## src/rtl/pidpc_pkg.sv

```systemverilog
// Shared widths, limits, register indexes and pipeline word types of the PID position controller.
package pidpc_pkg;

  localparam int unsigned DATA_W     = 32;
  localparam int unsigned SUM_W      = 48;
  localparam int unsigned DER_W      = 33;
  localparam int unsigned BAND_W     = 16;
  localparam int unsigned LIMIT_W    = 31;
  localparam int unsigned CFG_IDX_W  = 3;
  localparam int unsigned FRAC_BITS  = 16;
  localparam int unsigned KP_PROD_W  = 64;
  localparam int unsigned KD_PROD_W  = 65;
  localparam int unsigned HI_PROD_W  = 48;
  localparam int unsigned LO_PROD_W  = 65;
  localparam int unsigned PD_SUM_W   = 66;
  localparam int unsigned I_SUM_W    = 81;
  localparam int unsigned ACC_W      = 82;

  localparam logic [DATA_W-1:0]  DATA_MAX    = {1'b0, {(DATA_W-1){1'b1}}};
  localparam logic [DATA_W-1:0]  DATA_MIN    = {1'b1, {(DATA_W-1){1'b0}}};
  localparam logic [SUM_W-1:0]   SUM_MAX     = {1'b0, {(SUM_W-1){1'b1}}};
  localparam logic [SUM_W-1:0]   SUM_MIN     = {1'b1, {(SUM_W-1){1'b0}}};
  localparam logic [BAND_W-1:0]  BAND_RESET  = 16'd5;
  localparam logic [LIMIT_W-1:0] LIMIT_RESET = 31'd12000;

  typedef enum logic [CFG_IDX_W-1:0] {
    CFG_ENABLE = 3'd0,
    CFG_TARGET = 3'd1,
    CFG_KP     = 3'd2,
    CFG_KI     = 3'd3,
    CFG_KD     = 3'd4,
    CFG_BAND   = 3'd5,
    CFG_LIMIT  = 3'd6
  } cfg_idx_t;

  typedef struct packed {
    logic [DATA_W-1:0] kp;
    logic [DATA_W-1:0] ki;
    logic [DATA_W-1:0] kd;
  } gain_cfg_t;

  typedef struct packed {
    logic [DATA_W-1:0] err;
    logic [SUM_W-1:0]  isum;
    logic [DER_W-1:0]  deriv;
  } err_word_t;

  typedef struct packed {
    logic [DATA_W-1:0]    err;
    logic [KP_PROD_W-1:0] kp_prod;
    logic [KD_PROD_W-1:0] kd_prod;
    logic [HI_PROD_W-1:0] hi_prod;
    logic [LO_PROD_W-1:0] lo_prod;
  } prod_word_t;

  typedef struct packed {
    logic [DATA_W-1:0]   err;
    logic [PD_SUM_W-1:0] pd_sum;
    logic [I_SUM_W-1:0]  i_sum;
  } part_word_t;

endpackage

```

## src/rtl/pidpc_error.sv

```systemverilog
// Error saturation, integral with clear conditions and derivative, with the loop state.
module pidpc_error (
  input  logic                                clk,
  input  logic                                rst_n,
  input  logic                                in_valid,
  output logic                                in_ready,
  input  logic                                loop_en,
  input  logic [pidpc_pkg::DATA_W-1:0]        in_meas,
  input  logic [pidpc_pkg::DATA_W-1:0]        target,
  input  logic [pidpc_pkg::BAND_W-1:0]        band,
  input  logic [pidpc_pkg::LIMIT_W-1:0]       limit,
  output logic                                err_valid,
  input  logic                                err_ready,
  output pidpc_pkg::err_word_t                err_word
);

  logic                              e1_v_r;
  logic [pidpc_pkg::DATA_W-1:0]      e1_err_r;
  logic [pidpc_pkg::DATA_W-1:0]      e1_err_nxt;
  logic                              e2_v_r;
  pidpc_pkg::err_word_t              e2_word_r;
  logic [pidpc_pkg::SUM_W-1:0]       error_sum_r;
  logic [pidpc_pkg::SUM_W-1:0]       error_sum_nxt;
  logic [pidpc_pkg::DATA_W-1:0]      last_error_r;

  logic                              rdy1;
  logic                              rdy2;
  logic                              adv2;
  logic [pidpc_pkg::DATA_W:0]        diff;
  logic [pidpc_pkg::SUM_W:0]         sum_wide;
  logic [pidpc_pkg::SUM_W-1:0]       sum_sat;
  logic [pidpc_pkg::DATA_W-1:0]      err_abs;
  logic                              clr_small;
  logic                              clr_large;
  logic [pidpc_pkg::DER_W-1:0]       deriv;

  assign rdy2     = !e2_v_r || err_ready;
  assign rdy1     = !e1_v_r || rdy2;
  assign adv2     = e1_v_r && rdy2;
  assign in_ready = rdy1;

  // A word taken while the loop is disabled is dropped here and leaves no trace.
  always_comb begin
    diff = {target[pidpc_pkg::DATA_W-1], target} - {in_meas[pidpc_pkg::DATA_W-1], in_meas};
    if (diff[pidpc_pkg::DATA_W] != diff[pidpc_pkg::DATA_W-1]) begin
      e1_err_nxt = diff[pidpc_pkg::DATA_W] ? pidpc_pkg::DATA_MIN : pidpc_pkg::DATA_MAX;
    end else begin
      e1_err_nxt = diff[pidpc_pkg::DATA_W-1:0];
    end
  end

  always_ff @(posedge clk) begin
    if (!rst_n) begin
      e1_v_r <= 1'b0;
    end else if (rdy1) begin
      e1_v_r <= in_valid && loop_en;
    end
  end

  always_ff @(posedge clk) begin
    if (rdy1) begin
      e1_err_r <= e1_err_nxt;
    end
  end

  always_comb begin
    sum_wide = {error_sum_r[pidpc_pkg::SUM_W-1], error_sum_r}
             + {{(pidpc_pkg::SUM_W-pidpc_pkg::DATA_W+1){e1_err_r[pidpc_pkg::DATA_W-1]}},
                e1_err_r};
    if (sum_wide[pidpc_pkg::SUM_W] != sum_wide[pidpc_pkg::SUM_W-1]) begin
      sum_sat = sum_wide[pidpc_pkg::SUM_W] ? pidpc_pkg::SUM_MIN : pidpc_pkg::SUM_MAX;
    end else begin
      sum_sat = sum_wide[pidpc_pkg::SUM_W-1:0];
    end
    // The most negative error has a magnitude of 2^31, which still fits unsigned.
    err_abs   = e1_err_r[pidpc_pkg::DATA_W-1] ? (~e1_err_r + 1'b1) : e1_err_r;
    clr_small = err_abs < {{(pidpc_pkg::DATA_W-pidpc_pkg::BAND_W){1'b0}}, band};
    clr_large = !e1_err_r[pidpc_pkg::DATA_W-1] && (e1_err_r[pidpc_pkg::LIMIT_W-1:0] > limit);
    error_sum_nxt = (clr_small || clr_large) ? '0 : sum_sat;
    // The derivative takes the error before any clear of the integral.
    deriv = {e1_err_r[pidpc_pkg::DATA_W-1], e1_err_r}
          - {last_error_r[pidpc_pkg::DATA_W-1], last_error_r};
  end

  always_ff @(posedge clk) begin
    if (!rst_n) begin
      e2_v_r       <= 1'b0;
      error_sum_r  <= '0;
      last_error_r <= '0;
    end else begin
      if (rdy2) begin
        e2_v_r <= e1_v_r;
      end
      if (adv2) begin
        error_sum_r  <= error_sum_nxt;
        last_error_r <= e1_err_r;
      end
    end
  end

  always_ff @(posedge clk) begin
    if (adv2) begin
      e2_word_r.err   <= e1_err_r;
      e2_word_r.isum  <= error_sum_nxt;
      e2_word_r.deriv <= deriv;
    end
  end

  assign err_valid = e2_v_r;
  assign err_word  = e2_word_r;

`ifndef SYNTH
  a_clear_small: assert property (@(posedge clk) disable iff (!rst_n)
    (adv2 && clr_small) |=> (error_sum_r == '0))
    else $error("integral not cleared inside the small error band");

  a_last_error: assert property (@(posedge clk) disable iff (!rst_n)
    adv2 |=> (last_error_r == $past(e1_err_r)))
    else $error("last error does not follow the error just used");

  a_state_hold: assert property (@(posedge clk) disable iff (!rst_n)
    !adv2 |=> ($stable(error_sum_r) && $stable(last_error_r)))
    else $error("loop state changed without a word advancing");

  a_word_sum: assert property (@(posedge clk) disable iff (!rst_n)
    adv2 |=> (e2_word_r.isum == error_sum_r))
    else $error("integral passed on differs from the stored integral");
`endif

endmodule

```

## config.mk

```make
export PLATFORM = sky130hd
export DESIGN_NAME = pidpc_error
export DESIGN_NICKNAME = d
export VERILOG_FILES = /design/src/rtl/pidpc_pkg.sv /design/src/rtl/pidpc_error.sv
export SDC_FILE = /design/constraint.sdc
export NUM_CORES = 1
export LEC_CHECK = 0
export BUFFER_PORTS_ARGS = -buffer_cell sky130_fd_sc_hd__buf_2
export CORE_MARGIN = 1.5
export CORE_UTILIZATION = 40
export DETAILED_ROUTE_END_ITERATION = 7
export HOLD_SLACK_MARGIN = 0.06
export PLACE_DENSITY = 0.57
export SYNTH_ARGS = -nofsm -noshare
export SYNTH_HDL_FRONTEND = slang
export SYNTH_SLANG_ARGS = --single-unit
```

## constraint.sdc

```tcl
create_clock -name clk -period 6.56 [get_ports clk]
set_input_delay 1.312 -clock clk [delete_from_list [all_inputs] [get_ports clk]]
set_output_delay 1.312 -clock clk [all_outputs]
set_load 0.005 [all_outputs]
```

# Yosys cells after proc, flatten, opt, wreduce, memory -nomap -nowiden

Index checks and enable logic that the tools add are counted.

Word-level logic and storage cells: 32
Bits in registers: 227
Bits of input ports: 116

Reduce and logical (&&, ||, !) cells: 9
Add/subtract/negate cells: 4
$lt $le $gt $ge: 2
Equality and inequality tests: 2
Muxes and demuxes: 6
Bitwise operators: 1

Operators with widths:

| cell                                          | number |
|---|---|
| 2-to-1 mux 48 bit                             | 3 |
| 2-to-1 mux 32 bit                             | 3 |
| subtractor 32 x 32 -> 33 bit                  | 2 |
| adder 48 x 32 -> 49 bit                       | 1 |
| adder 32 x 1 -> 32 bit, second input constant | 1 |
| < comparator 32 x 16 -> 1 bit                 | 1 |
| inverter 32 bit                               | 1 |
| greater-than comparator 31 bit                | 1 |
| logical AND 1 bit                             | 3 |
| zero test 1 bit                               | 3 |
| logical OR 1 bit                              | 3 |
| != test 1 bit                                 | 2 |

# Depth between registers and ports, before layout

Word-level depth: 6
Mapped depth: 19
Gate-level depth less buffers: 16

# Worst setup path before layout

No wires, ideal clock.

Kind: input -> register
From: in err_ready
To: reg e2_word_r (netlist bit err_word[0]) (enable)
Buffers on the path: 1
Required time: 6039 ps
Stages: 4
Setup slack: 1087 ps
Arrival: 4951 ps
Cells stage by stage: nand2b_1 -> nand2_1 -> clkinv_1 -> clkbuf_1

Cells in the longest elaborated chain, start to end: 2

RTL lines:

| element            | RTL line          | RTL |
|---|---|---|
| start: declaration | pidpc_error.sv:13 | `input logic err_ready,` |
| logical OR 1 bit   | pidpc_error.sv:37 | `assign rdy2 = !e2_v_r \|\| err_ready;` |
| logical AND 1 bit  | pidpc_error.sv:39 | `assign adv2 = e1_v_r && rdy2;` |
| via adv2           | pidpc_error.sv:28 | `logic adv2;` |
| end: declaration   | pidpc_error.sv:21 | `pidpc_pkg::err_word_t e2_word_r;` |

The timed path passes the listed nets, and every way through them passes these cells.
A chain may end at the register's enable or synchronous reset.

# Worst setup path in the final report

From: reg e1_err_r[2] (netlist bit)
To: reg error_sum_r[1] (netlist bit)

Cells in the longest elaborated chain, start to end: 6
Elaborated cells between the ends (all ways): 12
Classes of those cells: add/sub: 2; order compare: 2; eq/ne: 1; mux: 4; bitwise: 1; reduce/logical: 2

RTL lines:

| element                       | RTL line          | RTL |
|---|---|---|
| start: declaration            | pidpc_error.sv:18 | `logic [pidpc_pkg::DATA_W-1:0] e1_err_r;` |
| start signal: assignment      | pidpc_error.sv:62 | `e1_err_r <= e1_err_nxt;` |
| inverter 32 bit               | pidpc_error.sv:76 | `err_abs = e1_err_r[pidpc_pkg::DATA_W-1] ? (~e1_err_r + 1'b1) : e1_err_r;` |
| adder 32 x 1 -> 32 bit        | pidpc_error.sv:76 |  |
| 2-to-1 mux 32 bit             | pidpc_error.sv:76 |  |
| < comparator 32 x 16 -> 1 bit | pidpc_error.sv:77 | `clr_small = err_abs < {{(pidpc_pkg::DATA_W-pidpc_pkg::BAND_W){1'b0}}, band};` |
| logical OR 1 bit              | pidpc_error.sv:79 | `error_sum_nxt = (clr_small \|\| clr_large) ? '0 : sum_sat;` |
| 2-to-1 mux 48 bit *           | pidpc_error.sv:79 |  |
| end signal: assignment        | pidpc_error.sv:95 | `error_sum_r <= error_sum_nxt;` |
| end: declaration              | pidpc_error.sv:22 | `logic [pidpc_pkg::SUM_W-1:0] error_sum_r;` |

Every way passes the cells marked *; elsewhere a longest branch is shown, timed or not.

==> impl_metrics.csv <==
group,metric,value,unit
run_status,status,"finished clean",
sta,hold_viol,0,
cts,cts.htree.levels,1,
worst_setup_path,critPathRequiredTime,6.96,ns
power_and_ir_drop,p_int,3510,uW
power_and_ir_drop,p_sw_frac,0.3802,
place,place_inst,2475,
sta,slew_violations,0,
cts,path_clk_slew,0.06,ns
layout,postLayoutCellArea,18340,um2
logic_synthesis,ys_types,72,
sta,fin_hold_ws,0.4649,ns
cts,clock_latency,0.54,ns
worst_hold_path,hold_path_end,"last_error_r[28]",
sta,rsz0062_at_grt,"false",
logic_synthesis,yosys-top-cells-area,"edfxtp_1 (27%), ha_1 (13%), dfxtp_1 (10%), xnor2_1 (4.1%), nor2_1 (4.0%)",
logic_synthesis,post-synth-top-area-cell,"edfxtp_1",
logic_synthesis,synth_commonest_cells,"nor2_1 (168), ha_1 (159), nand2_1 (154), edfxtp_1 (145), inv_1 (144)",
worst_hold_path,hold_path.class,"register to register",
floorplanning,die_h,202.3,um
worst_setup_path,rrSetupSlack,1.14,ns
place,gp_congestion,0.9107,
floorplanning,dieArea,40930,um2
sta,fin_skew,0.01076,ns
layout,n_antenna_cell,0,
floorplanning,ios,231,
layout,syn_to_final_growth,15.43,%
logic_synthesis,synth_edf_count,145,
grt,grt_usage,0.2147,
worst_setup_path,end_kind,"register",
cts,clockBufferDepth,3,
logic_synthesis,synth-seq-cells,227,
sta,relSlewSlack,0.3460,
place,io_buffers,230,
place,dp_hpwl,33.28,mm
cts,cts_tree,"yes",
logic_synthesis,syn_inst,1785,
logic_synthesis,syn_nets,2063,
floorplanning,core_area,38920,um2
place,dpl_cell_area,17500,um2
route,drt-initial-drc-count,682,
layout,fin_cells,2521,
flow_run,max_cap_violations,0,
route,detail_route.first_pass.iterations,5,
power_and_ir_drop,total_power,5663,uW
worst_setup_path,cp.arrival,5.83,ns
grt,grt_start_max_net_pins,84,
grt,grt_pass1_vias,13120,
worst_hold_path,min-delay-start,"last_error_r[28]",
logic_synthesis,yosys.area.top_type_share,0.2740,
cts,cts.sink_count,227,
power_and_ir_drop,switchingPower,2153,uW
grt,grt_first_pass_wirelength,70.27,mm
sta,tightest_slew,0.9809,ns
logic_synthesis,synthArstFlopShare,0,
logic_synthesis,ys.warnings.count,0,
logic_synthesis,syn-cell-area,15890,um2
logic_synthesis,syn_area_per_cell,8.902,um2
power_and_ir_drop,peakVddDrop,0.1307,mV
layout,drive_gt1_frac,0.1613,
cts,postCtsSetupRepairBufs,0,
power_and_ir_drop,clkPwrFrac,0.255,
power_and_ir_drop,power.density,308.7,nW/um2
logic_synthesis,ys_seq_area_frac,0.3773,
logic_synthesis,synthFlopType,"edfxtp_1",
worst_setup_path,cp-start-kind,"register",
worst_setup_path,reg2regPathDepth,17,
sta,max_freq,184.4,MHz
power_and_ir_drop,leakagePower,0.007762,uW
route,vias,13610,
sta,finalSetupTns,0,ns
sta,min_period,5.424,ns
power_and_ir_drop,seqPwrFrac,0.370,
route,routed_wl,44.67,mm
power_and_ir_drop,p_comb_frac,0.375,
worst_setup_path,rr_endpoint,"error_sum_r[1]",
worst_hold_path,holdPathStages,2,
floorplanning,rows,72,
grt,antenna_found_initial,1,
route,drc_errors,0,
floorplanning,die_x,202.3,um
worst_setup_path,rr_startpoint,"e1_err_r[2]",
cts,holdBufCountCts,0,
layout,final_nets,2262,
floorplanning,floorplan.initialDensity,0.4083,
grt,grt_overflow_total,0,
cts,cts_resized,0,
route,ant_nets,0,
route,wire_per_inst,17.72,um
sta,finalSetupViolations,0,
sta,finalCritPeriodShare,0.8268,
worst_setup_path,crit_type,"register to register",
logic_synthesis,yosysMostFrequentCell,"nor2_1",
route,avgViaCountPerCell,5.397,
cts,cts_root_buffer,"clkbuf_16",
cts,cts_buffers,25,
worst_setup_path,path_max_fanout,26,
[cells in the final DEF (no fill, tap or decap), types with 20 or more instances in the layout]
cell type	netlist	routed
nor2_1	168	168
a21o_1	60	60
o21ai_0	101	101
inv_1	144	144
o21ai_2	20	20
o31ai_1	21	21
o21bai_1	22	22
nor2b_1	27	27
clkbuf_16	0	27
ha_1	159	159
a21boi_0	36	36
buf_2	1	230
nand3_1	70	70
a21oi_1	125	124
nor3_1	28	28
nand4_1	29	29
edfxtp_1	145	145
xnor2_1	74	74
xor2_1	35	35
dfxtp_1	82	82
nand2_1	154	153
[through the flow]
step / setup WS (ns) / util
detailed placement: 1.223 / 0.4498
finish: 1.136 / 0.4713
CTS: 1.216 / 0.4713
floorplan: 1.087 / -
global route: 0.7865 / 0.4713
global placement: 1.359 / 0.4498
[cell families after synthesis]
kind of cell	count (synthesis)	share of synthesized area
mux	6	0.004094
xor+xnor	109	0.06008
buf+inv	217	0.05323
compound gates	502	0.2087
simple gates	558	0.1651
fa+ha+maj	166	0.1315
flops	227	0.3773
[registers in the layout, summed over array words and instances (netlist names)]
signal	flops
e1_err_r	32
error_sum_r	48
e1_v_r	1
last_error_r	32
err_valid	1
err_word	113
[power by group through the flow]
| stage | sequential, uW | combinational (uW) | clock [uW] |
|---|---|---|---|
| 2_1_floorplan | 1970 | 1590 | 0 |
| 3_3_place_gp | 2120 | 2090 | 0 |
| 3_5_place_dp | 2120 | 2110 | 0 |
| 4_1_cts | 2090 | 2120 | 1480 |
| 5_1_grt | 2120 | 2400 | 1530 |
| 6_report | 2100 | 2120 | 1440 |
[worst max path at each step]
stage,endpoint,cells past startpoint,startpoint
2_1_floorplan,err_word[0],4,err_ready
3_3_place_gp,err_word[42],16,e1_err_r[2]
3_5_place_dp,e1_err_r[26],15,target[0]
4_1_cts,err_word[34],16,e1_err_r[2]
5_1_grt,error_sum_r[1],17,e1_err_r[2]
6_report,error_sum_r[1],17,e1_err_r[2]
[critical path, cell delays in order, from the launching register on]
cell and delay, ns:
edfxtp_1 0.57, nor4_1 0.85, nand4b_1 0.36, o41ai_1 0.39, xnor2_1 0.17, ha_1 0.25
nand2_1 0.10, o21ai_0 0.10, o21bai_1 0.16, a2111oi_0 0.39, nand4_1 0.13, a2111oi_0 0.43
a22o_1 0.28, a31o_1 0.13, buf_4 0.28, or2_1 0.17, buf_4 0.32, o21ai_0 0.16
[metal layers]
metal  up-vias  GRT usage  part of all wire
met4         2    0.07275             0.031
met1      6311     0.2873              0.46
li1       6846          -                 -
met5         -          0           0.00036
met2       374     0.3579              0.46
met3        72    0.02660             0.052
[final cells by class]
class                           count  area (um2)
Clock buffer                       35       715.7
Clock inverter                     11       122.6
Fill cell                        3808       20570
Inverter                          145       549.3
Multi-Input combinational cell   1341        9055
Sequential cell                   227        5996
Tap cell                          518       648.1
Timing Repair Buffer              244        1256
Power figures use the tool's default switching activity.
