===== config.mk =====
export PLATFORM = sky130hd
export DESIGN_NAME = pidpc_drive
export DESIGN_NICKNAME = d
export VERILOG_FILES = /design/src/rtl/pidpc_pkg.sv /design/src/rtl/pidpc_drive.sv
export SDC_FILE = /design/constraint.sdc
export NUM_CORES = 1
export LEC_CHECK = 0
export BUFFER_PORTS_ARGS = -buffer_cell sky130_fd_sc_hd__buf_2
export CAP_MARGIN = 15
export CORE_ASPECT_RATIO = 1.5
export CORE_MARGIN = 10
export CORE_UTILIZATION = 30
export CTS_BUF_LIST = sky130_fd_sc_hd__clkbuf_2
export DETAILED_ROUTE_END_ITERATION = 16
export PLACE_DENSITY = 0.52
export SLEW_MARGIN = 20
export SYNTH_ARGS = -nofsm -noshare
export SYNTH_HDL_FRONTEND = slang
export SYNTH_SLANG_ARGS = --single-unit

===== constraint.sdc =====
create_clock -name clk -period 9.7 [get_ports clk]
set_input_delay 0 -clock clk [delete_from_list [all_inputs] [get_ports clk]]
set_output_delay 0 -clock clk [all_outputs]
set_load 0.02 [all_outputs]

===== src/rtl/pidpc_pkg.sv =====
// Shared widths, limits, register indexes and pipeline word types of the PID position controller.
package pidpc_pkg;

  localparam int unsigned DATA_W     = 32;
  localparam int unsigned SUM_W      = 48;
  localparam int unsigned DER_W      = 33;
  localparam int unsigned BAND_W     = 16;
  localparam int unsigned LIMIT_W    = 31;
  localparam int unsigned CFG_IDX_W  = 3;
  localparam int unsigned FRAC_BITS  = 16;
  localparam int unsigned KP_PROD_W  = 64;
  localparam int unsigned KD_PROD_W  = 65;
  localparam int unsigned HI_PROD_W  = 48;
  localparam int unsigned LO_PROD_W  = 65;
  localparam int unsigned PD_SUM_W   = 66;
  localparam int unsigned I_SUM_W    = 81;
  localparam int unsigned ACC_W      = 82;

  localparam logic [DATA_W-1:0]  DATA_MAX    = {1'b0, {(DATA_W-1){1'b1}}};
  localparam logic [DATA_W-1:0]  DATA_MIN    = {1'b1, {(DATA_W-1){1'b0}}};
  localparam logic [SUM_W-1:0]   SUM_MAX     = {1'b0, {(SUM_W-1){1'b1}}};
  localparam logic [SUM_W-1:0]   SUM_MIN     = {1'b1, {(SUM_W-1){1'b0}}};
  localparam logic [BAND_W-1:0]  BAND_RESET  = 16'd5;
  localparam logic [LIMIT_W-1:0] LIMIT_RESET = 31'd12000;

  typedef enum logic [CFG_IDX_W-1:0] {
    CFG_ENABLE = 3'd0,
    CFG_TARGET = 3'd1,
    CFG_KP     = 3'd2,
    CFG_KI     = 3'd3,
    CFG_KD     = 3'd4,
    CFG_BAND   = 3'd5,
    CFG_LIMIT  = 3'd6
  } cfg_idx_t;

  typedef struct packed {
    logic [DATA_W-1:0] kp;
    logic [DATA_W-1:0] ki;
    logic [DATA_W-1:0] kd;
  } gain_cfg_t;

  typedef struct packed {
    logic [DATA_W-1:0] err;
    logic [SUM_W-1:0]  isum;
    logic [DER_W-1:0]  deriv;
  } err_word_t;

  typedef struct packed {
    logic [DATA_W-1:0]    err;
    logic [KP_PROD_W-1:0] kp_prod;
    logic [KD_PROD_W-1:0] kd_prod;
    logic [HI_PROD_W-1:0] hi_prod;
    logic [LO_PROD_W-1:0] lo_prod;
  } prod_word_t;

  typedef struct packed {
    logic [DATA_W-1:0]   err;
    logic [PD_SUM_W-1:0] pd_sum;
    logic [I_SUM_W-1:0]  i_sum;
  } part_word_t;

endpackage


===== src/rtl/pidpc_drive.sv =====
// Final drive sum, Q16.16 scaling and saturation into the result register.
module pidpc_drive (
  input  logic                          clk,
  input  logic                          rst_n,
  input  logic                          part_valid,
  output logic                          part_ready,
  input  pidpc_pkg::part_word_t         part_word,
  output logic                          out_valid,
  input  logic                          out_ready,
  output logic [pidpc_pkg::DATA_W-1:0]  out_drive,
  output logic [pidpc_pkg::DATA_W-1:0]  out_error
);

  localparam int unsigned TOP_W = pidpc_pkg::ACC_W - pidpc_pkg::FRAC_BITS - pidpc_pkg::DATA_W + 1;

  logic                          o_v_r;
  logic [pidpc_pkg::DATA_W-1:0]  drive_r;
  logic [pidpc_pkg::DATA_W-1:0]  drive_nxt;
  logic [pidpc_pkg::DATA_W-1:0]  error_r;
  logic [pidpc_pkg::ACC_W-1:0]   acc;
  logic [TOP_W-1:0]              acc_top;

  assign part_ready = !o_v_r || out_ready;

  // The exact sum is shifted right arithmetically, so it rounds towards minus infinity.
  always_comb begin
    acc = {{(pidpc_pkg::ACC_W-pidpc_pkg::PD_SUM_W){part_word.pd_sum[pidpc_pkg::PD_SUM_W-1]}},
           part_word.pd_sum}
        + {{(pidpc_pkg::ACC_W-pidpc_pkg::I_SUM_W){part_word.i_sum[pidpc_pkg::I_SUM_W-1]}},
           part_word.i_sum};
    acc_top = acc[pidpc_pkg::ACC_W-1:pidpc_pkg::FRAC_BITS+pidpc_pkg::DATA_W-1];
    if ((acc_top == '0) || (acc_top == '1)) begin
      drive_nxt = acc[pidpc_pkg::FRAC_BITS+pidpc_pkg::DATA_W-1:pidpc_pkg::FRAC_BITS];
    end else begin
      drive_nxt = acc[pidpc_pkg::ACC_W-1] ? pidpc_pkg::DATA_MIN : pidpc_pkg::DATA_MAX;
    end
  end

  always_ff @(posedge clk) begin
    if (!rst_n) begin
      o_v_r <= 1'b0;
    end else if (part_ready) begin
      o_v_r <= part_valid;
    end
  end

  always_ff @(posedge clk) begin
    if (part_ready && part_valid) begin
      drive_r <= drive_nxt;
      error_r <= part_word.err;
    end
  end

  assign out_valid = o_v_r;
  assign out_drive = drive_r;
  assign out_error = error_r;

endmodule


# Word-level counts from Yosys, hierarchy flattened
# Cells that the tools add are included.
# totals
reg_bits	65
inputBits	183
output_inout_bits	66
# classes
addsub	1
n_eq_ne	1
mux	2
reduce_logical	5
# ops
op	n
$add 66x81->82	1
$mux 32	2
$eq 35x35->1 const B	1
$logic_not 35->1	1
$logic_or 1x1->1	2
$logic_and 1x1->1	1
$logic_not 1->1	1

# Longest topological paths before layout
# Gate-level depths: netlist of the first run.
# depth
word_depth	4
ltp_mapped	16
depth_no_buf	14

# Least setup slack after synthesis of the first run
# OpenSTA, ideal clock, no wires.
# synth_timing
path_type	input to register
startpoint	input port part_word[58] in the netlist's numbering
endpoint	register drive_r (netlist bit out_drive[29]) (data pin)
t_arrival_ps	3654
setup_slack_ps	5902
cell_stages	16
path_buffers	2
path_cell_list	ha_1 clkbuf_1 nand4_1 nor4_1 nand2_1 a211oi_1 a21oi_1 and2_1 o31a_1 xor2_1 or3_1 or4_1 or4_1 o31a_1 buf_6 o21ai_1
# synth_via
elab_chain_cells	4
word_cells_on_any_way	6
cone_classes	1 x add/sub; 1 x eq/ne; 2 x mux; 2 x reduce/logical
# synth_lines
item	line_no	rtl
from (decl)	pidpc_drive.sv:7	input pidpc_pkg::part_word_t part_word,
$add 66x81->82 *	pidpc_drive.sv:29	+ {{(pidpc_pkg::ACC_W-pidpc_pkg::I_SUM_W){part_word.i_sum[pidpc_pkg::I_SUM_W-1]}},
$eq 35x35->1 or $logic_not 35->1 (tied branches)	pidpc_drive.sv:32	if ((acc_top == '0) || (acc_top == '1)) begin
$logic_or 1x1->1	pidpc_drive.sv:32	
$mux 32 *	pidpc_drive.sv:32	
named net drive_nxt, one bit	pidpc_drive.sv:18	logic [pidpc_pkg::DATA_W-1:0] drive_nxt;
to (signal assigned)	pidpc_drive.sv:49	drive_r <= drive_nxt;
to (decl)	pidpc_drive.sv:17	logic [pidpc_pkg::DATA_W-1:0] drive_r;
# The timed path passes the listed nets; every way through them passes the cells marked *.
# A chain may end at the register's enable or synchronous reset.

# Final worst setup path of the first run
# layout_timing
startpoint	input port part_word[50] in the netlist's numbering
endpoint	register drive_r (netlist bit out_drive[0]) (data pin)
# The elaborated chain is that of the path after synthesis.

==> results of run 1 <==
==> kinds of logic after synthesis <==
family | count (synthesis) | synth area share [%]
adders and majority gates | 80 | 13.4
and+or+nand+nor | 308 | 20.6
DFF | 65 | 26.0
xor gates and xnor gates | 59 | 6.92
buffers and inverters | 58 | 3.40
muxes | 2 | 0.285
AOI/OAI and AO/OA | 360 | 29.3
==> timing repair <==
| action | 4_1_cts | 5_1_grt |
|---|---|---|
| buffers inserted | 0 | 0 |
| hold buffers | 34 | 0 |
| endpoints found under the hold margin | 33 | 0 |
==> cell usage after synthesis, types with 2 or more instances <==
cell type and n:
sky130_fd_sc_hd__ha_1 80, sky130_fd_sc_hd__nor3b_1 2, sky130_fd_sc_hd__a41oi_1 2, sky130_fd_sc_hd__or3_1 8, sky130_fd_sc_hd__a311oi_1 5, sky130_fd_sc_hd__inv_1 11, sky130_fd_sc_hd__or4_1 4, sky130_fd_sc_hd__nand4bb_1 2
sky130_fd_sc_hd__clkbuf_1 33, sky130_fd_sc_hd__a21oi_1 126, sky130_fd_sc_hd__and3_1 3, sky130_fd_sc_hd__nand2_1 99, sky130_fd_sc_hd__and4_1 10, sky130_fd_sc_hd__o21ai_2 2, sky130_fd_sc_hd__a221oi_1 2, sky130_fd_sc_hd__nor2_1 67
sky130_fd_sc_hd__nand4_1 44, sky130_fd_sc_hd__nand3_1 16, sky130_fd_sc_hd__a21o_1 20, sky130_fd_sc_hd__a211oi_1 11, sky130_fd_sc_hd__nor4_1 12, sky130_fd_sc_hd__a31oi_1 9, sky130_fd_sc_hd__o211ai_1 8, sky130_fd_sc_hd__xnor2_1 35
sky130_fd_sc_hd__a22oi_1 2, sky130_fd_sc_hd__o41ai_1 4, sky130_fd_sc_hd__a21boi_0 7, sky130_fd_sc_hd__edfxtp_1 64, sky130_fd_sc_hd__o21a_1 15, sky130_fd_sc_hd__nand2b_1 5, sky130_fd_sc_hd__o21bai_1 15, sky130_fd_sc_hd__o21ai_1 31
sky130_fd_sc_hd__o21ai_0 74, sky130_fd_sc_hd__nor2b_1 11, sky130_fd_sc_hd__o31a_1 5, sky130_fd_sc_hd__xor2_1 24, sky130_fd_sc_hd__o31ai_1 11, sky130_fd_sc_hd__and2_1 7, sky130_fd_sc_hd__nor3_1 13, sky130_fd_sc_hd__buf_2 11
sky130_fd_sc_hd__buf_6 3
==> routing by layer <==
layer	wire length [µm]	share of wire [%]	vias to the layer above	GRT usage, %
met5	0	0	-	0
met4	1010	3.2	0	7.23
met3	1290	4.1	53	3.22
met2	18200	58	230	38.9
met1	11000	35	3804	17.8
li1	-	-	4081	-
==> area by class of cell <==
type | count | area (µm²)
Clock buffer | 9 | 45.0
Inverter | 11 | 41.3
Sequential cell | 65 | 1940
Tap cell | 324 | 405
Antenna cell | 1 | 2.50
Timing Repair Buffer | 285 | 1600
Multi-Input combinational cell | 809 | 5270
Fill cell | 2627 | 15100
Clock inverter | 7 | 52.6
==> flip-flops by register name, indices dropped and copies added (netlist names) <==
register / cells
out_valid: 1
out_drive: 32
out_error: 32
==> metrics by stage <==
step,setup WS [ns],power (W),cells
floorplan,5.90,0.000680,932
detailed placement,4.17,0.000853,1460
finish,4.91,0.00102,1511
CTS,4.83,0.00102,1510
global placement,4.43,0.000854,1460
global route,4.62,0.00108,1511
==> worst reg2reg max path: stages (launching register included) <==
cell and delay [ns]:
sky130_fd_sc_hd__dfxtp_1 0.36, sky130_fd_sc_hd__nand2b_1 0.12, sky130_fd_sc_hd__and2_2 0.53, sky130_fd_sc_hd__buf_4 0.59
==> how the worst max path moves through the flow <==
stage	start	to
after global placement	part_word[5]	out_drive[0]
after global routing	part_word[5]	out_drive[0]
after detailed placement	part_word[5]	out_drive[0]
after CTS	part_word[5]	out_drive[0]
after floorplan	part_word[58]	out_drive[29]
final	part_word[50]	out_drive[0]
==> power by group <==
part           internal, W  leakage [nW]  switching (W)
Sequential        0.000336         0.613     0.00000596
Clock            0.0000360        0.0631       0.000120
Combinational     0.000192          3.09       0.000327
Total             0.000564          3.77       0.000453
==> impl_summary.md, run 1 <==
Setup path
The sort of element at the end of the critical path is a flip-flop. Of all nets on the critical path, the largest fanout is 31. The worst reg2reg path depth is 3.

The required time of the critical path is 9.96 ns. The data arrival time at the worst-slack endpoint is approximately 5 ns. The delay of the slowest critical-path stage is just over 0.8 ns. The critical path goes through buf_2, ha_1, a21oi_1, o21ai_0, a21oi_1, o41ai_1, nor3_1, o41ai_2, a41oi_1, o31a_1, o41ai_1, nand4_1, nand2_1, o21ai_0.

The family with the most delay on the worst path is compound AO/OA/AOI/OAI gates. The worst register-to-register path ends at out_drive[15]. The cell count along the critical path is 14. STA classifies the critical path startpoint as an input port.

The register-to-register path setup slack is between 7 and 8 ns. The startpoint of the worst-slack reg-to-reg timing path is out_valid. Among all stages on the critical path, the largest delay is contributed by sky130_fd_sc_hd__nand2_1.

The worst setup path category is in2reg. The number of buffers and inverters on the critical path is 1.

Global routing
The initial antenna violation count is 1. The first global-routing pass estimated 47500 µm of wire. Summed over all layers, the global routing overflow is 0. The total track usage is 18.9%. The largest net degree at the start of global routing is 43. The via count of the first global-routing pass is just under 9000.

Synth
The total nets after synthesis is 1195. The cell area after technology mapping is around 0.0075 mm². After synthesis, the cell types taking the most area are sky130_fd_sc_hd__edfxtp_1 (26%), sky130_fd_sc_hd__ha_1 (13%), sky130_fd_sc_hd__a21oi_1 (8.4%).

The share of synthesized area occupied by flip-flops and latches is between 20% and 30%. Counting flops with an async set or reset pin after synthesis yields a share of 0%. In this run, synthesis produced a sequential element count of 65.

The synthesized design contains 64 enable-type register cells. Yosys printed 0 warnings. The instance count of the mapped netlist is around 930. The most used flip-flop cell after synthesis is sky130_fd_sc_hd__edfxtp_1. Yosys mapped the design onto 60 distinct sky130hd cell types.

The largest total area in the synthesized netlist belongs to sky130_fd_sc_hd__edfxtp_1. The share of the synthesized area in the top cell type is about 26%. In this run the mean area of a mapped cell was 8.01 µm².

Layout
The share of final-layout standard cells stronger than drive strength 1 is 23.5%. In the layout the commonest cells are sky130_fd_sc_hd__buf_2 (248), sky130_fd_sc_hd__a21oi_1 (126), sky130_fd_sc_hd__nand2_1 (99). The share of the core filled with cells is a little under two fifths. The library cell used most frequently in the layout, excluding fill and tap cells, is sky130_fd_sc_hd__buf_2. The post-synthesis to final-layout area growth is 25.4%. The final layout net count is around 1400. The post-layout instance area is 0.00936 mm².

Detailed routing
The number of optimization iterations in the first detailed-route pass is 5. In the routed design, unresolved DRC markers number 0. Dividing the detail-routed via count by the number of cells gives around 5.4. The detailed router placed just over 8000 vias in this run. The detailed-route wire length per cell is approximately 21 µm. The detail route stage leaves a number of antenna-violating nets equal to 0. The sum of routed wire length over all layers is between 30000 and 40000 µm.

For this block, the initial DRC count from the detailed router was 298.

Clock tree
The total of cells resized after clock tree synthesis is 0. In this run the clock root is driven by a sky130_fd_sc_hd__clkbuf_2. The latest clock arrival within the worst-skew pair is 0.55 ns. The number of sinks on the clock net is 65. The CTS tree is built. The clock slew seen by the registers of the worst setup and hold paths is between 0.2 and 0.25 ns. The clock passes through at most 2 buffers. The H-tree was split into 3 levels.

Counting the buffers created by CTS gives 9.

Floorplan
The starting density of the core is around 31%. The number of placed I/O pins is about 250. In this run the standard cell core region covers between 0.02 and 0.025 mm².

The area of the die is 0.0317 mm². The floorplan step set the die width to between 100 and 150 µm. After floorplanning, the core was divided into 70 placement rows. The height of the chip is 213 µm.

STA
Across all hold checks on the routed design, the worst slack comes to just over 0.07 ns. For the pin with the worst max-slew slack, the measured transition is 1.05 ns. Setup repair after global routing left no endpoint under its margin. For the final routed database, the setup TNS stands at 0 ns. The final period demand of the worst path is 4.79 ns. The final clock period utilization by the worst path is 49.4%.

The max-slew headroom at the worst pin is 29.3%. The number of failing setup endpoints in the final timing report is 0. The final hold violation count is 0. The maximum clock skew at final layout is 0.0283 ns.

Timing would allow up to approximately 0.21 GHz. The number of max-slew violations in the final report is 0.

Pwr
Dividing total power by cell area gives a power density of 109 mW/mm². VDD sags by at most 0.0000662 V. Summed over all cells, the static leakage comes to ~3.8 nW.

Hold path
The count of cells along the worst hold path is 4. The worst hold path begins at part_word[102]. The worst hold path terminates at out_drive[5].

The worst hold path belongs to the class in2reg.

Run status
The run finished with clean final reports.

Place
In this run the cell area measured after placement is ~0.0089 mm². Summed over all nets, the half-perimeter wirelength after detailed placement is 26800 µm. The final RePlAce weighted congestion is around 0.96. The count of buffers inserted at the top-level ports is around 250.

Flow run
The max-capacitance violation count is 0.
No activity file was read; power rests on OpenSTA's default activity.
==> run 2: changes to the inputs <==
clock period = 4.89 ns   (was 9.7 ns; I/O delays follow)
==> run 2 against run 1 <==
Critical endpoint is now out_drive[14]. Critical path depth increased by 1. Wire length increased by 0.34%. Global-route usage about the same. Largest power group unchanged. Sequential share of layout area decreased by 0.54 points. Cell count increased by 1.9%. Clock skew increased by 0.0039 ns.
==> impl_summary.md, run 2 (synthesized netlist as in run 1, its figures left out) <==
Run status
The flow ran to the end, and the final reports show no timing, DRC or antenna violations.

Setup path
The delay of the slowest critical-path stage is between 0.5 and 0.6 ns. In this design, the largest share of critical-path delay is due to compound AO/OA/AOI/OAI gates. Walking the worst path, the cells encountered are buf_2, ha_1, a21oi_1, a21boi_0, a2bb2oi_1, a21oi_1, a211oi_1, a21boi_0, nand4bb_1, or3_1, or4_1, or4_1, o31a_1, buf_12, o21ai_1.

The sum of buffers and inverters on the critical path is 2. The required time of the critical path is between 5 and 6 ns. The worst setup path is captured at a flip-flop. STA classifies the critical path startpoint as an input port. The critical-path maximum fanout is 24. Among all stages on the critical path, the largest delay is contributed by sky130_fd_sc_hd__a211oi_1.

The data arrival time at the worst-slack endpoint is about 4.6 ns. The setup path with the least slack is of type in2reg.

Clock tree
Buffers inserted during clock tree synthesis total 9. In this run, post-CTS repair resized a total of 0 instances. The post-CTS setup-driven buffer insertion count is 0. The count of H-tree levels built during CTS is 3.

The latest clock arrival within the worst-skew pair is around 0.53 ns. The number of buffers between clock root and the deepest sink is 2. The CTS tree is built. The buffer cell driving the clock tree root is sky130_fd_sc_hd__clkbuf_2.

After clock tree synthesis, the clock-pin slew on the worst setup and hold paths is 0.22 ns. Counting every sink on the clock net gives 65. In this run, post-CTS hold repair placed 34 buffers.

Detailed routing
The highest routed metal layer is met4. Summed over all layers, the routed wires come to between 30000 and 40000 µm. The wire length on met1 is around 11000 µm. The total length of routed met2 wires is ~18000 µm.

The number of antenna-violating nets in the routed design is 0. The length of routed met3 wiring is between 1000 and 1500 µm. The total DRC errors in the routed layout is 0. The number of DRC markers after the initial detailed-route iteration is 389. After detailed routing, the number of vias per cell comes to 5.43. Dividing the detail-routed wire length by the instance count gives 20.5 µm. The number of optimization iterations in the first detailed-route pass is 6. The routed layout has 8357 vias.

Global routing
The total track usage is about a fifth. The total grt overflow is 0. Entering global routing, the biggest net connects 44 pins. The via count of the first global-routing pass is slightly below 9000. The global-route wire length before repair is about 48000 µm.

The initial antenna violation count is 3.

STA
The maximum clock skew at final layout is roughly 0.032 ns. The final period demand of the worst path is around 4.2 ns. After layout, the worst setup slack is between 0.7 and 0.8 ns. At the pin with the least slew margin, the transition time is approximately 0.6 ns.

The max-slew headroom at the worst pin is between 50% and 60%. The sum of negative setup slack is 0 ns. The worst hold margin is between 0.04 and 0.05 ns. Setup repair after global routing left no endpoint under its margin. The final hold violation count is 0. The number of max-slew violations in the final report was 0. Setup violations remaining at the end of the flow were counted as 0. The final critical path takes up 85.6% of the cycle.

Static timing analysis puts the maximum clock frequency at around 0.24 GHz.

Place
The final RePlAce weighted congestion is ~1.0. Detailed placement finished with a half-perimeter wire length of between 20000 and 30000 µm. Buffers placed on the I/O ports in this run total between 200 and 250. Timing analysis after detailed placement gives a worst setup slack of 0.300 ns.

Pwr
The share of total power dissipated in sequential elements is approximately a third. The internal power summed over all cells is 0.00119 W. The switching share of power is 42.7%. The post-layout total power is 0.00208 W. In this run the power spent charging and discharging nets is between 0.0008 and 0.0009 W. The share of total power in the clock network is 16.5%. Per report_power, the combinational group accounts for roughly half of the total. The maximum vdd drop is 0.000155 V. The static leakage power is around 4 nW. In this run the power density over the cells is approximately 220 mW/mm².

Floorplan
For this design the top-level I/O count stands at 249. The total area inside the core boundary comes to between 0.02 and 0.025 mm². The area of the die is 0.0317 mm². The starting density of the core is between 30% and 40%. The initialized floorplan defines 70 standard-cell rows. The die outline width is around 150 µm. In this run the vertical extent of the chip is 213 µm.

Layout
For this run, the share of the core covered by cells in the final layout is between 30% and 40%. The final layout net count is around 1500. In the layout the commonest cells are sky130_fd_sc_hd__buf_2 (248), sky130_fd_sc_hd__a21oi_1 (126), sky130_fd_sc_hd__nand2_1 (99). The multi-input gate area in the final layout is approximately 0.0053 mm². The sequential cells in the finished layout cover a total of approximately 0.0019 mm².

The post-synthesis to final-layout area growth is 28.8%. The share of final-layout standard cells stronger than drive strength 1 is between 20% and 30%. The filler cells instantiated in the layout total roughly 2600. Leaving out fill and tap cells, the most frequent cell in the layout is sky130_fd_sc_hd__buf_2.

Hold path
The min-delay analysis places its worst path in the category in2reg.

Flow run
The max-capacitance violation count is 0.
run 2: cell types whose count changed in the layout (fill, tap and decap cells not counted), sizes merged:
cell and change:
buf +26, diode +2, bufinv +1, clkinv -1
clkinvlp +1, inv -1
run 2: area by class of cell:
| type | instances | share of cell area (%) |
|---|---|---|
| multi-input combinational | 809 | 54.8 |
| sequential | 65 | 20.2 |
| timing repair buffer | 311 | 19.0 |
| tap | 324 | 4.22 |
| clock inverter | 7 | 0.794 |
| clock buffer | 9 | 0.469 |
| inverter | 11 | 0.430 |
| antenna | 3 | 0.0781 |
run 2: metal layers:
| metal | up-vias | global-route usage [%] |
|---|---|---|
| li1 | 4123 | - |
| met1 | 3978 | 18.4 |
| met2 | 212 | 38.7 |
| met3 | 44 | 2.95 |
| met4 | 0 | 6.41 |
| met5 | - | 0 |
run 2: power groups by stage:
stage	combinational [W]	sequential (W)	clock, W
detailed placement	0.00103	0.000689	0
finish	0.00106	0.000677	0.000344
global route	0.00116	0.000681	0.000380
floorplan	0.000605	0.000743	0
CTS	0.00106	0.000678	0.000361
global placement	0.00103	0.000690	0
run 2: stage by stage:
stage                     area, µm²  cells
after detailed placement       9140   1486
after CTS                      9610   1536
after global placement         9140   1486
after global routing           9610   1539
after floorplan                7470    932
final                          9610   1539
run 2: path summary, 6_finish.rpt:
check / start / to / slack [ns] / cells after the start
max: part_word[18] / out_drive[14] / 0.70 / 15
max reg2reg: out_valid / out_drive[31] / 2.94 / 3
min reg2reg: out_valid / out_drive[10] / 1.07 / 2
min: part_word[102] / out_drive[5] / 0.05 / 4
run 2: tightest hold or removal path: stages:
cell                      delay (ns)
sky130_fd_sc_hd__buf_2          0.08
sky130_fd_sc_hd__ha_1           0.22
sky130_fd_sc_hd__xor2_1         0.10
sky130_fd_sc_hd__o21ai_1        0.10
==> run 3: changes to the inputs <==
MAX_ROUTING_LAYER = met4   (was unset)
==> run 3 against run 2 <==
Combinational power hardly changed. Count of clock-buffer cells in the layout is 1 higher. Wire length is 0.49% lower. Non-clock buffer count stayed put. Via count is 0.20% higher. Setup slack better by 0.046 ns. Hold slack better by 0.035 ns. Clock skew is 0.0027 ns lower. Design area hardly changed. Sequential share of layout area hardly changed. Critical path type unchanged.
==> impl_summary.md, run 3 (synthesized netlist as in run 1, its figures left out) <==
Layout
Compared with the post-synthesis result, the final layout area differs by 28.6%. After routing the design area is 0.00960 mm². The share of final-layout standard cells stronger than drive strength 1 is between 20% and 30%. The number of fillers in the final layout is 2611. The final layout net count is approximately 1500.

The multi-input gate area in the final layout is between 0.005 and 0.006 mm². In the layout the commonest cells are sky130_fd_sc_hd__buf_2 (248), sky130_fd_sc_hd__a21oi_1 (126), sky130_fd_sc_hd__nand2_1 (99). The most common cell after layout, fill and taps aside is sky130_fd_sc_hd__buf_2. The register area is about 0.002 mm². The share of the core filled with cells is slightly below 40%.

Setup path
For this design, the slowest cell found on the critical path is sky130_fd_sc_hd__a211oi_1. For the worst setup path, the data required time is 5.26 ns. The delay of the slowest critical-path stage is 0.51 ns. The signal on the critical path passes through buf_2, ha_1, a21oi_1, a21boi_0, a2bb2oi_1, a21oi_1, a211oi_1, and2_1, o31a_1, xor2_1, or3_1, or4_1, or4_1, o31a_1, buf_12, o21ai_1. The worst reg2reg path depth is 3.

The sort of element at the end of the critical path is a flip-flop. The family with the most delay on the worst path is compound AO/OA/AOI/OAI gates. For the worst setup path, the data arrival time is 4.52 ns. The cell count along the critical path is 16. The setup path with the least slack is of type in2reg. The critical-path maximum fanout is 31. The sum of buffers and inverters on the critical path is 2. The critical path startpoint category is an input port.

Clock tree
Clock-pin slew was measured on the worst setup and hold paths at 0.22 ns. The clock drives 65 sinks. The number of buffers between clock root and the deepest sink is 2. The count of H-tree levels built during CTS is 3. The latest clock arrival within the worst-skew pair is 0.54 ns. Once the clock tree was built, the setup fixing pass inserted 0 buffers. Buffers inserted during clock tree synthesis total 9. The buffer cell driving the clock tree root is sky130_fd_sc_hd__clkbuf_2. The CTS tree is built.

Global routing
Entering global routing, the biggest net connects 44 pins. The total grt overflow is 0. The global-route wire length before repair is approximately 47000 µm. Global routing used 19.5% of the available tracks across all layers.

The initial antenna violation count is 1. The via count of the first global-routing pass is between 8000 and 9000.

Flow run
The max-capacitance violation count is 0.

Detailed routing
The number of optimization iterations in the first detailed-route pass is 5. After detailed routing, the total wire length is between 30000 and 40000 µm. Dividing the detail-routed wire length by the instance count gives between 20 and 25 µm. The count of vias placed by the detailed router is 8374. The total DRC errors in the routed layout is 0. In this run, the number of DRC markers left after iteration 0 of detailed routing was approximately 380. The average via count per standard cell is 5.45. The number of antenna-violating nets in the routed design is 0.

Run status
The flow ran to the end, and the final reports show no timing, DRC or antenna violations.

STA
The number of max-slew violations in the final report came to 0. Summed over all failing endpoints, the final setup total negative slack is 0 ns. The smallest clock period supported by the final layout is computed as slightly above 4 ns. The maximum clock skew at final layout is 0.0296 ns. The maximum achievable frequency is between 0.2 and 0.25 GHz. In this run the tightest slew margin relative to its limit is 48.2%. Setup violations remaining at the end of the flow were counted as 0. The worst-margin pin slew is ~0.77 ns.

The final hold violation count is 0. After layout, the worst path uses 84.7% of the clock period. The worst-case setup margin in the final layout is 0.749 ns.

Setup repair after global routing left no endpoint under its margin.

Floorplan
The initial utilization of the core area, before any placement, comes to between 30% and 40%. The die outline width is between 100 and 150 µm. The number of placed I/O pins is approximately 250. The area of the die is between 0.03 and 0.04 mm².

Measured along the y axis, the die boundary spans approximately 210 µm. After floorplanning, the core was divided into 70 placement rows. The placeable core area is 0.0244 mm².

Pwr
The worst-case IR drop observed on VDD is around 0.00015 V. Total power for the finished layout comes to approximately 0.0021 W. The static leakage power is 3.91 nW. For this design the ratio of total power to cell area is ~220 mW/mm².

Place
The final RePlAce weighted congestion is 1.01. Detailed placement finished with a half-perimeter wire length of 27000 µm. At the placement stage, the worst setup path has a slack of roughly 0.27 ns.

After detailed placement, the total cell area comes to a little over 0.009 mm². The count of buffers inserted at the top-level ports is 248.

Hold path
The count of cells along the worst hold path is 4. The path category of the worst min-delay check is in2reg.
-- run 3: cell types whose count changed in the layout (fill, tap and decap cells not counted) --
cell                       previous run  this run
sky130_fd_sc_hd__clkbuf_2             9        10
sky130_fd_sc_hd__clkinv_4             1         0
sky130_fd_sc_hd__diode_2              3         1
-- run 3: worst min-delay path, cell delays in order --
cell	delay, ns
sky130_fd_sc_hd__buf_2	0.08
sky130_fd_sc_hd__ha_1	0.25
sky130_fd_sc_hd__xor2_1	0.10
sky130_fd_sc_hd__o21ai_1	0.10
-- run 3: layout make-up --
type                    instances  share of cell area [%]
well taps                     324                    4.22
clock buffers                  10                   0.521
flip-flops and latches         65                    20.2
multi-input cells             809                    54.9
repair buffers                311                    19.0
clock inverters                 6                   0.703
diodes                          1                  0.0261
inverters                      11                   0.430
-- run 3: what timing repair did --
item	CTS	global route
gates resized for setup	0	0
hold buffers	34	0
endpoints found under the hold margin	33	0
-- run 3: worst paths after layout --
kind / end / from / slack, ns
worst min register to register: out_drive[12] / out_valid / 1.05
worst max-delay path: out_drive[18] / part_word[18] / 0.75
worst max register to register: out_drive[29] / out_valid / 3.00
worst min-delay path: out_drive[30] / part_word[127] / 0.08
-- run 3: through the flow --
stage / hold slack, ns / instances
6_report: 0.0813 / 1537
5_1_grt: 0.0784 / 1537
4_1_cts: 0.0128 / 1536
3_5_place_dp: 0.178 / 1486
3_3_place_gp: 0.176 / 1486
2_1_floorplan: 0.0989 / 932
-- run 3: layer usage --
layer	track usage [%]	share of wire (%)	wire, µm	vias to the layer above
met4	7.43	3.4	1080	0
met1	18.6	36	11200	3948
met2	38.7	58	18100	248
met5	-	0	0	-
met3	2.42	3.5	1110	61
li1	-	-	-	4117
-- run 3: power by group --
group	leakage (nW)	internal, W	switching [W]
registers	0.613	0.000665	0.0000105
logic	3.23	0.000406	0.000654
clock network	0.0689	0.000123	0.000220
